--- src/rtl/jves_pkg.sv ---
// Package for the JSON value extent scanner: scan phases, result codes,
// character constants and byte classification functions. No dependencies.
package jves_pkg;

   localparam int unsigned POS_W   = 16;
   localparam int unsigned DEPTH_W = 16;

   // Position and depth limits, 65535 each (all ones of a 16-bit field).
   localparam logic [POS_W-1:0]   POS_LIMIT   = 16'hFFFF;
   localparam logic [DEPTH_W-1:0] DEPTH_LIMIT = 16'hFFFF;

   localparam logic [7:0] CH_SPACE  = 8'h20;
   localparam logic [7:0] CH_TAB    = 8'h09;
   localparam logic [7:0] CH_LF     = 8'h0A;
   localparam logic [7:0] CH_CR     = 8'h0D;
   localparam logic [7:0] CH_LBRACE = 8'h7B;
   localparam logic [7:0] CH_RBRACE = 8'h7D;
   localparam logic [7:0] CH_LBRACK = 8'h5B;
   localparam logic [7:0] CH_RBRACK = 8'h5D;
   localparam logic [7:0] CH_COMMA  = 8'h2C;
   localparam logic [7:0] CH_QUOTE  = 8'h22;
   localparam logic [7:0] CH_BSLASH = 8'h5C;
   localparam logic [7:0] CH_SLASH  = 8'h2F;
   localparam logic [7:0] CH_LC_B   = 8'h62;
   localparam logic [7:0] CH_LC_F   = 8'h66;
   localparam logic [7:0] CH_LC_N   = 8'h6E;
   localparam logic [7:0] CH_LC_R   = 8'h72;
   localparam logic [7:0] CH_LC_T   = 8'h74;

   typedef enum logic [2:0] {
      PH_BLANK   = 3'd0,
      PH_BRACKET = 3'd1,
      PH_STRING  = 3'd2,
      PH_LITERAL = 3'd3,
      PH_DONE    = 3'd4,
      PH_FAILED  = 3'd5
   } phase_type;

   typedef enum logic [2:0] {
      ST_SCANNING      = 3'd0,
      ST_ENDS_AFTER    = 3'd1,
      ST_ENDED_BEFORE  = 3'd2,
      ST_FAILED        = 3'd3,
      ST_DONE_ALREADY  = 3'd4,
      ST_FAIL_ALREADY  = 3'd5
   } status_type;

   typedef struct packed {
      status_type       status;
      logic             in_value;
      logic [POS_W-1:0] value_begin;
      logic [POS_W-1:0] value_end;
      logic             last;
   } result_type;

   function automatic logic is_blank(input logic [7:0] b);
      return b inside {CH_SPACE, CH_TAB, CH_LF, CH_CR};
   endfunction

   function automatic logic ends_literal(input logic [7:0] b);
      return is_blank(b) || (b inside {CH_COMMA, CH_RBRACE, CH_RBRACK});
   endfunction

   function automatic logic valid_escape(input logic [7:0] b);
      return b inside {CH_QUOTE, CH_BSLASH, CH_SLASH, CH_LC_B, CH_LC_F,
                       CH_LC_N, CH_LC_R, CH_LC_T};
   endfunction

endpackage

--- src/rtl/jves_core.sv ---
// Scan state registers and the per-byte update logic of the scanner.
// Depends on jves_pkg.
module jves_core (
   input  logic                 clock,
   input  logic                 reset,
   input  logic                 step_en,
   input  logic [7:0]           text_byte,
   input  logic                 first_of_text,
   input  logic                 last_of_text,
   output jves_pkg::result_type result
);
   import jves_pkg::*;

   phase_type          phase_ff, phase_in;
   logic               escape_ff, escape_in;
   logic               inside_ff, inside_in;
   logic               kind_ff, kind_in;
   logic [DEPTH_W-1:0] depth_ff, depth_in;
   logic [POS_W-1:0]   pos_ff, pos_in;
   logic [POS_W-1:0]   begin_ff, begin_in;

   // state as seen by this byte (a first mark clears it)
   phase_type          cur_phase;
   logic               cur_escape, cur_inside, cur_kind;
   logic [DEPTH_W-1:0] cur_depth;
   logic [POS_W-1:0]   cur_pos, cur_begin;

   logic       fail, str_fail, str_close, str_escape;
   logic [7:0] open_ch, close_ch;
   status_type status;
   logic       in_value;
   logic [POS_W-1:0] vend;

   always_comb begin
      cur_phase  = first_of_text ? PH_BLANK : phase_ff;
      cur_escape = first_of_text ? 1'b0 : escape_ff;
      cur_inside = first_of_text ? 1'b0 : inside_ff;
      cur_kind   = first_of_text ? 1'b0 : kind_ff;
      cur_depth  = first_of_text ? '0 : depth_ff;
      cur_pos    = first_of_text ? '0 : pos_ff;
      cur_begin  = first_of_text ? '0 : begin_ff;

      open_ch  = cur_kind ? CH_LBRACK : CH_LBRACE;
      close_ch = cur_kind ? CH_RBRACK : CH_RBRACE;

      // shared string byte handling
      str_fail   = 1'b0;
      str_close  = 1'b0;
      str_escape = cur_escape;
      if (cur_escape) begin
         if (valid_escape(text_byte)) str_escape = 1'b0;
         else                         str_fail = 1'b1;
      end else if (text_byte == CH_BSLASH) begin
         str_escape = 1'b1;
      end else if (text_byte == CH_QUOTE) begin
         str_close = 1'b1;
      end

      phase_in  = cur_phase;
      escape_in = cur_escape;
      inside_in = cur_inside;
      kind_in   = cur_kind;
      depth_in  = cur_depth;
      begin_in  = cur_begin;
      pos_in    = (cur_pos == POS_LIMIT) ? cur_pos : cur_pos + 1'b1;
      fail      = 1'b0;
      status    = ST_SCANNING;
      in_value  = 1'b0;
      vend      = '0;

      case (cur_phase)
         PH_DONE:   status = ST_DONE_ALREADY;
         PH_FAILED: status = ST_FAIL_ALREADY;
         default: begin
            if (cur_pos == POS_LIMIT) begin
               fail = 1'b1;
            end else begin
               case (cur_phase)
                  PH_BLANK: begin
                     if (is_blank(text_byte)) begin
                        fail = last_of_text;
                     end else begin
                        begin_in = cur_pos;
                        if (text_byte == CH_LBRACE || text_byte == CH_LBRACK) begin
                           phase_in = PH_BRACKET;
                           kind_in  = (text_byte == CH_LBRACK);
                           depth_in = {{(DEPTH_W-1){1'b0}}, 1'b1};
                           in_value = 1'b1;
                           fail     = last_of_text;
                        end else if (text_byte == CH_QUOTE) begin
                           phase_in  = PH_STRING;
                           inside_in = 1'b1;
                           in_value  = 1'b1;
                           fail      = last_of_text;
                        end else if (ends_literal(text_byte)) begin
                           // empty literal
                           status   = ST_ENDED_BEFORE;
                           vend     = cur_pos;
                           phase_in = PH_DONE;
                        end else begin
                           phase_in = PH_LITERAL;
                           in_value = 1'b1;
                           if (last_of_text) begin
                              status   = ST_ENDS_AFTER;
                              vend     = cur_pos + 1'b1;
                              phase_in = PH_DONE;
                           end
                        end
                     end
                  end
                  PH_LITERAL: begin
                     if (ends_literal(text_byte)) begin
                        status   = ST_ENDED_BEFORE;
                        vend     = cur_pos;
                        phase_in = PH_DONE;
                     end else begin
                        in_value = 1'b1;
                        if (last_of_text) begin
                           status   = ST_ENDS_AFTER;
                           vend     = cur_pos + 1'b1;
                           phase_in = PH_DONE;
                        end
                     end
                  end
                  PH_STRING: begin
                     in_value  = 1'b1;
                     escape_in = str_escape;
                     if (str_fail) begin
                        fail = 1'b1;
                     end else if (str_close) begin
                        inside_in = 1'b0;
                        status    = ST_ENDS_AFTER;
                        vend      = cur_pos + 1'b1;
                        phase_in  = PH_DONE;
                     end else begin
                        fail = last_of_text;
                     end
                  end
                  default: begin
                     // bracket phase
                     in_value = 1'b1;
                     if (cur_inside) begin
                        escape_in = str_escape;
                        if (str_fail) fail = 1'b1;
                        else if (str_close) inside_in = 1'b0;
                     end else if (text_byte == CH_QUOTE) begin
                        inside_in = 1'b1;
                     end else if (text_byte == open_ch) begin
                        if (cur_depth == DEPTH_LIMIT) fail = 1'b1;
                        else depth_in = cur_depth + 1'b1;
                     end else if (text_byte == close_ch) begin
                        depth_in = cur_depth - 1'b1;
                        if (depth_in == '0) begin
                           status   = ST_ENDS_AFTER;
                           vend     = cur_pos + 1'b1;
                           phase_in = PH_DONE;
                        end
                     end
                     if (!fail && phase_in == PH_BRACKET && last_of_text) fail = 1'b1;
                  end
               endcase
            end
         end
      endcase

      if (fail) begin
         status    = ST_FAILED;
         in_value  = 1'b0;
         phase_in  = PH_FAILED;
         escape_in = 1'b0;
         inside_in = 1'b0;
      end

      result.status   = status;
      result.in_value = in_value;
      result.last     = last_of_text;
      if (status == ST_ENDS_AFTER || status == ST_ENDED_BEFORE) begin
         result.value_begin = begin_in;
         result.value_end   = vend;
      end else begin
         result.value_begin = '0;
         result.value_end   = '0;
      end
   end

   always_ff @(posedge clock) begin
      if (reset) begin
         phase_ff  <= PH_BLANK;
         escape_ff <= 1'b0;
         inside_ff <= 1'b0;
         kind_ff   <= 1'b0;
         depth_ff  <= '0;
         pos_ff    <= '0;
         begin_ff  <= '0;
      end else if (step_en) begin
         phase_ff  <= phase_in;
         escape_ff <= escape_in;
         inside_ff <= inside_in;
         kind_ff   <= kind_in;
         depth_ff  <= depth_in;
         pos_ff    <= pos_in;
         begin_ff  <= begin_in;
      end
   end

`ifndef SYNTHESIS
   // an escape can only be pending inside a string
   a_escape_in_string: assert property (@(posedge clock) disable iff (reset)
      escape_ff |-> (inside_ff || phase_ff == PH_STRING))
      else $error("escape pending outside a string");

   // an open bracket value always has a nonzero depth
   a_depth_nonzero: assert property (@(posedge clock) disable iff (reset)
      (phase_ff == PH_BRACKET) |-> (depth_ff != '0))
      else $error("bracket phase with zero depth");

   // position never moves back except on a first mark
   a_pos_monotonic: assert property (@(posedge clock) disable iff (reset)
      (step_en && !first_of_text) |=> (pos_ff >= $past(pos_ff)))
      else $error("byte position moved back");
`endif

endmodule

--- src/rtl/json_value_extent_scanner_top.sv ---
// Top level of the JSON value extent scanner: input register, scan core and
// result register with stream handshakes. Depends on jves_pkg and jves_core.
//
// Usage: the text is streamed one byte per item on the req_ channel. tuser
// marks the first byte of a text (restarts the scan at position 0), tlast the
// final byte. Every accepted byte yields exactly one item on the rsp_ channel,
// carrying the scan status, whether the byte lies inside the value, and the
// value's begin and end positions once the value is closed.
// Pipeline: an accepted byte is held in the input register and its result
// is registered in the result register (two register stages: input register,
// then result register). Throughput: one item per cycle sustained while
// rsp_tready stays high; all scan state (phase, depth, position, string/escape
// flags) updates together for each byte. Stalls: when rsp_tready is low the
// result register holds; the input register still takes one more byte, then
// req_tready drops until the result is taken. No item is lost or repeated.
// Reset (synchronous, active high) empties both stages and returns the scan
// to the leading whitespace phase at position 0.
module json_value_extent_scanner_top (
   input  logic        clock,
   input  logic        reset,
   input  logic        req_tvalid,
   output logic        req_tready,
   input  logic [7:0]  req_tdata,   // [7:0] text_byte
   input  logic        req_tuser,   // [0] first_of_text
   input  logic        req_tlast,   // last_of_text
   output logic        rsp_tvalid,
   input  logic        rsp_tready,
   output logic [39:0] rsp_tdata,   // [2:0] scan_status, [3] byte_in_value,
                                    // [19:4] value_begin, [35:20] value_end,
                                    // [39:36] zero
   output logic        rsp_tlast    // last_result
);
   import jves_pkg::*;

   logic       in_valid_ff, in_valid_in;
   logic [7:0] in_byte_ff;
   logic       in_first_ff, in_last_ff;
   logic       rsp_valid_ff, rsp_valid_in;
   result_type rsp_ff;
   result_type core_result;
   logic       advance, step, req_take;

   // result stage can move when empty or being drained
   assign advance    = !rsp_valid_ff || rsp_tready;
   assign step       = in_valid_ff && advance;
   assign req_tready = !in_valid_ff || advance;
   assign req_take   = req_tvalid && req_tready;

   always_comb begin
      in_valid_in  = req_tready ? req_tvalid : in_valid_ff;
      rsp_valid_in = advance ? in_valid_ff : rsp_valid_ff;
   end

   always_ff @(posedge clock) begin
      if (reset) begin
         in_valid_ff  <= 1'b0;
         rsp_valid_ff <= 1'b0;
      end else begin
         in_valid_ff  <= in_valid_in;
         rsp_valid_ff <= rsp_valid_in;
      end
   end

   // payload registers, no reset
   always_ff @(posedge clock) begin
      if (req_take) begin
         in_byte_ff  <= req_tdata;
         in_first_ff <= req_tuser;
         in_last_ff  <= req_tlast;
      end
      if (step) rsp_ff <= core_result;
   end

   jves_core u_core (
      .clock         (clock),
      .reset         (reset),
      .step_en       (step),
      .text_byte     (in_byte_ff),
      .first_of_text (in_first_ff),
      .last_of_text  (in_last_ff),
      .result        (core_result)
   );

   assign rsp_tvalid = rsp_valid_ff;
   assign rsp_tlast  = rsp_ff.last;
   assign rsp_tdata  = {4'b0000, rsp_ff.value_end, rsp_ff.value_begin,
                        rsp_ff.in_value, rsp_ff.status};

`ifndef SYNTHESIS
   // a closed value never ends before it begins
   a_extent_order: assert property (@(posedge clock) disable iff (reset)
      (rsp_valid_ff && (rsp_ff.status == ST_ENDS_AFTER ||
                        rsp_ff.status == ST_ENDED_BEFORE))
      |-> (rsp_ff.value_end >= rsp_ff.value_begin))
      else $error("value end before value begin");

   // only a scanning or closing byte can be part of the value
   a_in_value_status: assert property (@(posedge clock) disable iff (reset)
      (rsp_valid_ff && rsp_ff.in_value)
      |-> (rsp_ff.status == ST_SCANNING || rsp_ff.status == ST_ENDS_AFTER))
      else $error("byte in value with wrong status");

   // positions are zero unless a value is reported
   a_unused_zero: assert property (@(posedge clock) disable iff (reset)
      (rsp_valid_ff && rsp_ff.status != ST_ENDS_AFTER &&
       rsp_ff.status != ST_ENDED_BEFORE)
      |-> (rsp_ff.value_begin == '0 && rsp_ff.value_end == '0))
      else $error("positions set without a value");

   // a held input item stays until the result stage frees up
   a_input_hold: assert property (@(posedge clock) disable iff (reset)
      (in_valid_ff && !advance) |=> in_valid_ff)
      else $error("input item dropped while stalled");
`endif

endmodule
--- config.mk ---
export PLATFORM = sky130hd
export DESIGN_NAME = json_value_extent_scanner_top
export DESIGN_NICKNAME = d
export VERILOG_FILES = /design/src/rtl/jves_pkg.sv /design/src/rtl/jves_core.sv /design/src/rtl/json_value_extent_scanner_top.sv
export SDC_FILE = /design/constraint.sdc
export NUM_CORES = 1
export LEC_CHECK = 0
export BUFFER_PORTS_ARGS = -buffer_cell sky130_fd_sc_hd__buf_2
export CAP_MARGIN = 20
export CORE_MARGIN = 3
export CORE_UTILIZATION = 46
export CTS_CLUSTER_DIAMETER = 30
export DETAILED_ROUTE_END_ITERATION = 8
export PLACE_DENSITY = 0.73
export SLEW_MARGIN = 10
export SYNTH_ARGS = -nofsm -noshare
export SYNTH_HDL_FRONTEND = slang
export SYNTH_SLANG_ARGS = --single-unit
--- constraint.sdc ---
create_clock -name clock -period 5.1 [get_ports clock]
set_input_delay 1.53 -clock clock [delete_from_list [all_inputs] [get_ports clock]]
set_output_delay 1.53 -clock clock [all_outputs]
set_load 0.01 [all_outputs]
* Yosys cells after proc, flatten, opt, wreduce, memory -nomap -nowiden *
Index checks and enable logic that the tools add are counted.

word-level totals
  input port bits = 14
  word-level logic and storage cells = 197
  flip-flop bits (word level) = 103
  memories = 0
  RAM bits = 0
  output and inout port bits = 43
  bits in latches = 0
  memory bits (read-only) = 0

operators by class
  magnitude comparators = 0
  multiplexer cells = 125
  $add $sub $neg = 3
  bitwise gates (word level) = 1
  equality and inequality tests = 28
  reduce and logical (&&, ||, !) cells = 23
  $mul = 0
  shifts and indexed selects = 0
  div/mod/pow operators = 0

operators with widths
  cell                                                                  number
  16-bit two-way mux                                                    29
  3-bit two-way mux                                                     32
  8-bit by 7-bit == test with 1-bit output, second input constant       10
  1-bit two-way mux                                                     53
  16-bit one-hot mux with 3 select lines                                1
  16-bit by 1-bit adder with 16-bit output, second input constant       2
  16-bit == test, second input constant                                 2
  8-bit by 6-bit == test with 1-bit output, second input constant       4
  16-bit one-hot mux with 2 select lines                                1
  8-bit by 4-bit == test with 1-bit output, second input constant       3
  3-bit one-hot mux with 3 select lines                                 2
  8-bit == test                                                         2
  16-bit logical NOT                                                    1
  16-bit by 1-bit subtractor with 16-bit output, second input constant  1
  6-bit two-way mux                                                     2
  3-bit by 2-bit == test with 1-bit output, second input constant       3
  8-bit nonzero test                                                    1
  4-bit OR reduction                                                    2
  3-bit by 1-bit == test with 1-bit output, second input constant       2
  3-bit == test, second input constant                                  2
  1-bit one-hot mux with 3 select lines                                 2
  3-bit one-hot mux with 2 select lines                                 1
  2-bit OR reduction                                                    3
  1-bit logical OR                                                      5
  8 further kinds                                                       14

* Logic depth before layout (Yosys ltp) *
Gate-level depths: netlist of run 1.

  word-level depth = 23
  depth in mapped cells = 15
  depth with buffers taken out = 11

* Cells and area by module *
A second synthesis of run 1 with hierarchy kept.

unflattened totals
  cells, all modules = 802
  area total of the unflattened synthesis = 6553.8 µm²

by module, submodules not included
  module                         area an instance (µm²)  times used  seq. area each (µm²)  cells each
  jves_core                      5004.8                  1           1081.0                740
  json_value_extent_scanner_top  1549.0                  1           1451.4                62

* Least setup slack after synthesis of run 1 *
OpenSTA, ideal clock, no wires.

  kind = in2reg
  start = in rsp_tready
  end = reg u_core.pos_ff[4]
  path buffers = 2
  setup slack = 1.226 ns
  data arrival time = 3.804 ns
  library setup time = 0.071 ns
  cell stages on the path = 7
  data required time = 5.029 ns
  cells stage by stage = nor2b_1 -> nand2b_1 -> inv_1 -> clkbuf_1 -> clkbuf_1 -> o21ai_0 -> a21oi_1

on the way
  word-level cells in the longest chain between the ends = 2

RTL lines
  element               line                                 source
  start, declared       json_value_extent_scanner_top.sv:27  input logic rsp_tready,
  1-bit logical OR      json_value_extent_scanner_top.sv:44  assign advance = !rsp_valid_ff || rsp_tready;
  1-bit logical AND     json_value_extent_scanner_top.sv:45  assign step = in_valid_ff && advance;
  named net step        json_value_extent_scanner_top.sv:41  logic advance, step, req_take;
  end signal, assigned  jves_core.sv:201                     pos_ff <= pos_in;
  end, declared         jves_core.sv:19                      logic [POS_W-1:0] pos_ff, pos_in;

The timed path passes the listed nets, and every way through them passes these cells.
A chain may end at the register's enable or synchronous reset.

* Final worst setup path of run 1 *
  start = reg in_first_ff
  end = reg u_core.begin_ff[4]

on the way
  word-level cells in the longest chain between the ends = 5
  elaborated cells on any way between the ends = 12
  those cells by class = eq/ne: 3; mux: 7; reduce/logical: 2

RTL lines
  element                                                                     line                                 source
  start, declared                                                             json_value_extent_scanner_top.sv:37  logic in_first_ff, in_last_ff;
  start signal, assigned                                                      json_value_extent_scanner_top.sv:68  in_first_ff <= req_tuser;
  parallel branches: the longest is 4 deep, another holds 16-bit two-way mux  n/a
  16-bit two-way mux *                                                        jves_core.sv:71                      case (cur_phase)
  end signal, assigned                                                        jves_core.sv:202                     begin_ff <= begin_in;
  end, declared                                                               jves_core.sv:20                      logic [POS_W-1:0] begin_ff, begin_in;

Mark *: on every way between the ends.

==> results_dict.tcl, run 1 <==
set metrics [dict create \
    status "finished clean" \
    yosysWarnings 0 \
    cts_resized 0 \
    max_stage_delay_ns 0.61 \
    p_leak_uw 0.002328 \
    rows 43 \
    grt.met3_usage 0.02779 \
    drcViolationCount 0 \
    portBuffers 52 \
    cp_top_family "simple AND/OR/NAND/NOR gates" \
    grt_usage 0.2405 \
    cap_violations 0 \
    die_area_um2 16120 \
    crit_path_start_kind "register" \
    diodes 0 \
    die_y_um 127.0 \
    routed_via_density 6.642 \
    yosys_register_bits 103 \
    grt_max_degree 54 \
    worst_pin_slew_ns 1.082 \
    synth-seq-area-share 0.3763 \
    synth_top_area_cell "edfxtp_1" \
    setup_viol 0 \
    worstPathRequired_ns 5.40 \
    nNetsFinal 845 \
    grt_pass1_wl_um 31640 \
    synth_most_common_cell "nand2_1" \
    crit_chain "inv_1, nand2_1, inv_1, ha_1, nand3_1, nor4_4, a21oi_2, and3_1, o21ai_4, a22oi_1, nor2_1" \
    vias 6722 \
    hp-class "reg -> reg" \
    cts_setup_buffers 0 \
    rsz0062_at_grt "false" \
    synth.distinct_cells 88 \
    clkSlewWorstSetupHoldPaths_ns 0.08 \
    htree_levels 3 \
    cp_num_buf_inv 2 \
    cts_sinks 103 \
    avgRoutedWirePerCell_um 19.47 \
    synth_area_leaders "edfxtp_1 (21%), dfxtp_1 (17%), nand2_1 (5.5%)" \
    netlist_area_um2 6730 \
    cts_tree "yes" \
    hold_violations 0 \
    core-area_um2 14100 \
    area_growth_pct 8.106 \
    p_total_uw 1890 \
    synthArstFlopShare 0 \
    cpMostUsedCell "inv_1" \
    yosys-top-cells-count "nand2_1 (99), nor2_1 (80), a21oi_1 (62)" \
    ant_nets 0 \
    swShare 0.3039 \
    intPower_uw 1315 \
    clock_latency_ns 0.37 \
    fin_setup_tns_ns 0 \
    grt.met2_usage 0.3655 \
    cts.path.max_buffers 2 \
    combPwrFrac 0.137 \
    fp.dieW_um 127.0 \
    drive_above_1_share 0.1394 \
    min_period_over_period 0.7691 \
    p_sw_uw 574.3 \
    drt_pass1_iterations 5 \
    ios 57 \
    gr-total-overflow 0 \
    ys.flop_type "dfxtp_1" \
    slowest_stage "nor4_4" \
    gr-usage-met1 0.3461 \
    critical_path_cell_count 11 \
    drv_slew 0 \
    slew_headroom 0.2600 \
    wl_um 19700 \
    p_per_area_nw_per_um2 259.7 \
    first_global_vias 5984 \
    clockRootBuffer "clkbuf_16" \
    arrival_ns 4.23 \
    critPathCaptureType "register" \
    finClkSkew_ns 0.01484 \
    ir_drop_uv 153.7 \
    antenna_found_initial 0 \
    initial_utilization 0.4775 \
    synth_top_area_share 0.2097 \
    hold_depth 2 \
    seqPwrFrac 0.487 \
    crit_fanout 19 \
    critPathKind "reg -> reg" \
    gp_congestion 0.9367 \
    grt-busiest-layer "met2" \
    cts-buffers-inserted 9 \
    fmaxAchievable_mhz 254.9 \
    synth_edf_count 47 \
    syn_inst 819 \
    hpwlAfterDp_um 13340 \
    min_period_ns 3.923 \
    rr_worst_depth 11 \
    synth.avg_cell_area_um2 8.218 \
    first_iter_violations 1009 \
    cts_hold_buf 0 \
    power.share.clock 0.376 \
]
==> layout by cell type (no fill, tap or decap), types with 5 or more instances in the layout <==
| master | count |
|---|---|
| xor2_1 | 5 |
| or3_1 | 5 |
| inv_1 | 16 |
| a21oi_1 | 62 |
| o221ai_1 | 7 |
| clkbuf_16 | 9 |
| buf_4 | 10 |
| o211ai_1 | 12 |
| nor3_1 | 41 |
| nand2_1 | 99 |
| nand4_1 | 9 |
| and2_1 | 13 |
| o2111ai_1 | 5 |
| o21ai_0 | 39 |
| nand2b_1 | 7 |
| a21oi_2 | 11 |
| a211o_1 | 5 |
| nor2_1 | 80 |
| a22oi_1 | 21 |
| a211oi_1 | 9 |
| buf_2 | 52 |
| edfxtp_1 | 47 |
| nor2b_1 | 13 |
| and3_1 | 14 |
| xnor2_1 | 7 |
| o22ai_1 | 8 |
| nor4_1 | 14 |
| dfxtp_1 | 56 |
| a31oi_1 | 9 |
| nand3_1 | 33 |
==> path summary, 6_finish.rpt <==
path                 startpoint            endpoint  slack, ns
max                 in_first_ff  u_core.begin_ff[4]       1.18
min          u_core.begin_ff[2]  u_core.begin_ff[2]       0.52
max reg2reg         in_first_ff  u_core.begin_ff[4]       1.18
min reg2reg  u_core.begin_ff[2]  u_core.begin_ff[2]       0.52
==> power groups by stage <==
stage / Clock, µW / Sequential, µW / Combinational (µW)
after floorplan: 0 / 930 / 184
after global placement: 0 / 937 / 251
after detailed placement: 0 / 937 / 253
after CTS: 719 / 918 / 254
after global routing: 752 / 923 / 277
final: 711 / 920 / 259
==> flip-flops by register name (all words and copies together), names as in the netlist <==
register and count:
rsp_tdata 36, u_core.begin_ff 16, u_core.depth_ff 16, u_core.pos_ff 16, in_byte_ff 8, u_core.phase_ff 3, in_first_ff 1, in_last_ff 1
in_valid_ff 1, rsp_tlast 1, rsp_tvalid 1, u_core.escape_ff 1, u_core.inside_ff 1, u_core.kind_ff 1
==> metrics by stage <==
| stage | worst slack [ns] | util | hold slack, ns | cell area (µm²) | cells |
|---|---|---|---|---|---|
| 3_5_place_dp | 1.274 | 0.4944 | 0.4912 | 6969 | 996 |
| 2_1_floorplan | 1.226 | - | 0.4536 | 6741 | 822 |
| 6_report | 1.177 | 0.5162 | 0.5212 | 7276 | 1012 |
| 4_1_cts | 1.262 | 0.5162 | 0.5151 | 7276 | 1012 |
| 3_3_place_gp | 1.459 | 0.4944 | 0.4923 | 6969 | 996 |
| 5_1_grt | 0.9327 | 0.5162 | 0.5419 | 7276 | 1012 |
==> tightest hold or removal path, cell delays in order, from the launching register on <==
cell,delay [ns]
dfxtp_1,0.33
a22oi_1,0.08
nor2_1,0.08
==> logic make-up (layout without fill, tap and decap cells) <==
logic type,after synthesis,count (layout),synth area share
simple gates,363,363,0.2777
compound gates,248,248,0.2599
flops,103,103,0.3763
buf+inv,86,96,0.05949
xor+xnor,12,12,0.01562
fa+ha+maj,4,4,0.007437
mux,2,2,0.002975
other cells,1,4,0.0005572
==> routing by layer <==
| layer | share of wire | wire length, µm |
|---|---|---|
| met3 | 0.094 | 1847 |
| met5 | 0 | 0 |
| met1 | 0.43 | 8385 |
| met2 | 0.45 | 8831 |
| met4 | 0.032 | 637 |
==> area by class of cell <==
| cell class | instances | area (µm²) |
|---|---|---|
| Clock buffer | 9 | 225.2 |
| Clock inverter | 7 | 81.33 |
| Fill cell | 1332 | 6820 |
| Inverter | 18 | 67.56 |
| Multi-Input combinational cell | 633 | 3809 |
| Sequential cell | 103 | 2532 |
| Tap cell | 180 | 225.2 |
| Timing Repair Buffer | 62 | 335.3 |
No activity file was read; power rests on OpenSTA's default activity.
==> run 2, diff against run 1 <==
--- a/config.mk
+++ b/config.mk
@@ -11,7 +11,7 @@
 export CORE_UTILIZATION = 46
 export CTS_CLUSTER_DIAMETER = 30
 export DETAILED_ROUTE_END_ITERATION = 8
-export PLACE_DENSITY = 0.73
+export PLACE_DENSITY = 0.76
 export SLEW_MARGIN = 10
 export SYNTH_ARGS = -nofsm -noshare
 export SYNTH_HDL_FRONTEND = slang
==> constraint.sdc (replaced) <==
create_clock -name clock -period 3.6 [get_ports clock]
set_input_delay 1.08 -clock clock [delete_from_list [all_inputs] [get_ports clock]]
set_output_delay 1.08 -clock clock [all_outputs]
set_load 0.01 [all_outputs]
==> run 2 against run 1 <==
Critical path depth down 1. Critical path type unchanged. Highest routed layer unchanged. Via count grew 0.57%. Sequential cell count did not move. Global-route usage up 0.73 points. Clock skew is 0.0050 ns lower. Core utilization is 1.3 points higher. Clock power rose by 40%.
==> results_dict.tcl, run 2 (synthesis gave the netlist of run 1 again) <==
set metrics [dict create \
    first_global_vias 6149 \
    grt.met3_usage 0.04337 \
    fp.dieW_um 127.0 \
    timing.rr.end "rsp_tdata[20]" \
    drive_above_1_share 0.1606 \
    mostFrequentLayoutCells "nand2_1 (99), nor2_1 (80), a21oi_1 (62), dfxtp_1 (56), buf_2 (52)" \
    slowest_stage "edfxtp_1" \
    hold_violations 0 \
    drt_pass1_iterations 5 \
    hold_depth 2 \
    status "finished clean" \
    slew_headroom 0.3850 \
    p_leak_uw 0.002437 \
    setup_viol 0 \
    crit_chain "inv_1, nand2_1, ha_1, and2_1, a311oi_1, and4_4, and3_4, o31ai_4, buf_4, a211oi_1" \
    p_per_area_nw_per_um2 361.0 \
    core-area_um2 14100 \
    wl_um 20170 \
    ios 57 \
    routed_via_density 6.544 \
    die_area_um2 16120 \
    area_growth_pct 10.89 \
    min_from "in_valid_ff" \
    worstReg2RegStart "in_first_ff" \
    dpl_worst_slack_ns 0.2215 \
    crit_fanout 19 \
    fmaxAchievable_mhz 298.0 \
    crit_path_start_kind "register" \
    largest_reg_flops 36 \
    grt_pass1_wl_um 32460 \
    vias 6760 \
    cts_hold_buf 0 \
    worst-r2r-setup-slack_ns 0.24 \
    min_to "rsp_tvalid" \
    rsz0062_at_grt "false" \
    clkSlewWorstSetupHoldPaths_ns 0.08 \
    drv_slew 0 \
    die_y_um 127.0 \
    cts-buffers-inserted 9 \
    first_iter_violations 987 \
    cts.path.max_buffers 2 \
    cts_tree "yes" \
    clock_latency_ns 0.37 \
    finClkSkew_ns 0.009811 \
    portBuffers 52 \
    min_period_ns 3.356 \
    fin_setup_tns_ns 0 \
    arrival_ns 3.53 \
    nNetsFinal 866 \
    critPathCaptureType "register" \
    initial_utilization 0.4775 \
    gr-usage-met1 0.3461 \
    grt_usage 0.2478 \
    critPathKind "reg -> reg" \
    cts_resized 0 \
    grt_max_degree 45 \
    max_stage_delay_ns 0.43 \
    hpwlAfterDp_um 13840 \
    drcViolationCount 0 \
    gr-total-overflow 0 \
    htree_levels 3 \
    final_common_cell "nand2_1" \
    grt-busiest-layer "met2" \
    rows 43 \
    hp-class "reg -> reg" \
    diodes 0 \
    gp_congestion 1.001 \
    antenna_found_initial 0 \
    ir_drop_uv 252.4 \
    min_period_over_period 0.9322 \
    cap_violations 0 \
    grt.met2_usage 0.3792 \
    avgRoutedWirePerCell_um 19.52 \
    setup_slack_ns 0.2440 \
    cts_sinks 103 \
    worstPathRequired_ns 3.78 \
    worst_pin_slew_ns 0.9223 \
    p_total_uw 2694 \
    clockRootBuffer "clkbuf_16" \
    ant_nets 0 \
    rr_worst_depth 10 \
]
## run 2: changes by cell type in the layout (fill, tap and decap cells not counted)
cell | before | now
buf_12 | 0 | 3
buf_4 | 10 | 28
clkinv_4 | 1 | 0
clkinv_8 | 2 | 1
clkinvlp_4 | 0 | 2
inv_6 | 2 | 1
inv_8 | 2 | 3
## run 2: repair_timing
action	CTS	global route
setup buffers	0	1
setup endpoints to repair	0	16
endpoints found under the hold margin	0	0
## run 2: metal layers
layer  vias to the layer above  routed length [µm]
met5                         -                   0
met4                         0                 648
met3                        61                1886
met2                       430                9149
met1                      3141                8482
li1                       3128                   -
## run 2: cell type report
| cell class | instances | area (µm²) |
|---|---|---|
| timing repair buffer | 83 | 530.5 |
| clock inverter | 7 | 73.82 |
| sequential | 103 | 2532 |
| clock buffer | 9 | 225.2 |
| fill | 1339 | 6633 |
| tap | 180 | 225.2 |
| inverter | 18 | 67.56 |
| multi-input combinational | 633 | 3809 |
## run 2: how the worst max path moves through the flow
| stage | startpoint | endpoint | slack (ns) |
|---|---|---|---|
| after floorplan | in_first_ff | rsp_tdata[10] | 0.08 |
| after global placement | in_first_ff | rsp_tdata[20] | 0.39 |
| after detailed placement | in_first_ff | u_core.begin_ff[4] | 0.22 |
| after CTS | in_first_ff | u_core.begin_ff[2] | 0.20 |
| after global routing | in_first_ff | u_core.begin_ff[2] | 0.06 |
| final | in_first_ff | rsp_tdata[20] | 0.24 |
## run 2: where the power goes
| group | internal [µW] | leakage [µW] | switching (µW) |
|---|---|---|---|
| Sequential | 1260 | 0.000898 | 40.7 |
| Combinational | 125 | 0.00140 | 275 |
| Clock | 492 | 0.000141 | 499 |
## run 2: metrics by stage
step	cell area, µm²	std cells	hold WS [ns]	util
global route	7463	1033	0.5430	0.5295
global placement	7144	1016	0.4724	0.5068
finish	7463	1033	0.5174	0.5295
CTS	7443	1032	0.5186	0.5280
detailed placement	7144	1016	0.5015	0.5068
floorplan	6741	822	0.4536	-
## run 2: critical path: cells and delay by family (launching register included)
kind                       cells  cell delay (ns)
and+or+nand+nor                4             1.12
AOI/OAI and AO/OA              3             0.70
buffers and inverters          2             0.52
DFF                            1             0.43
adders and majority gates      1             0.40
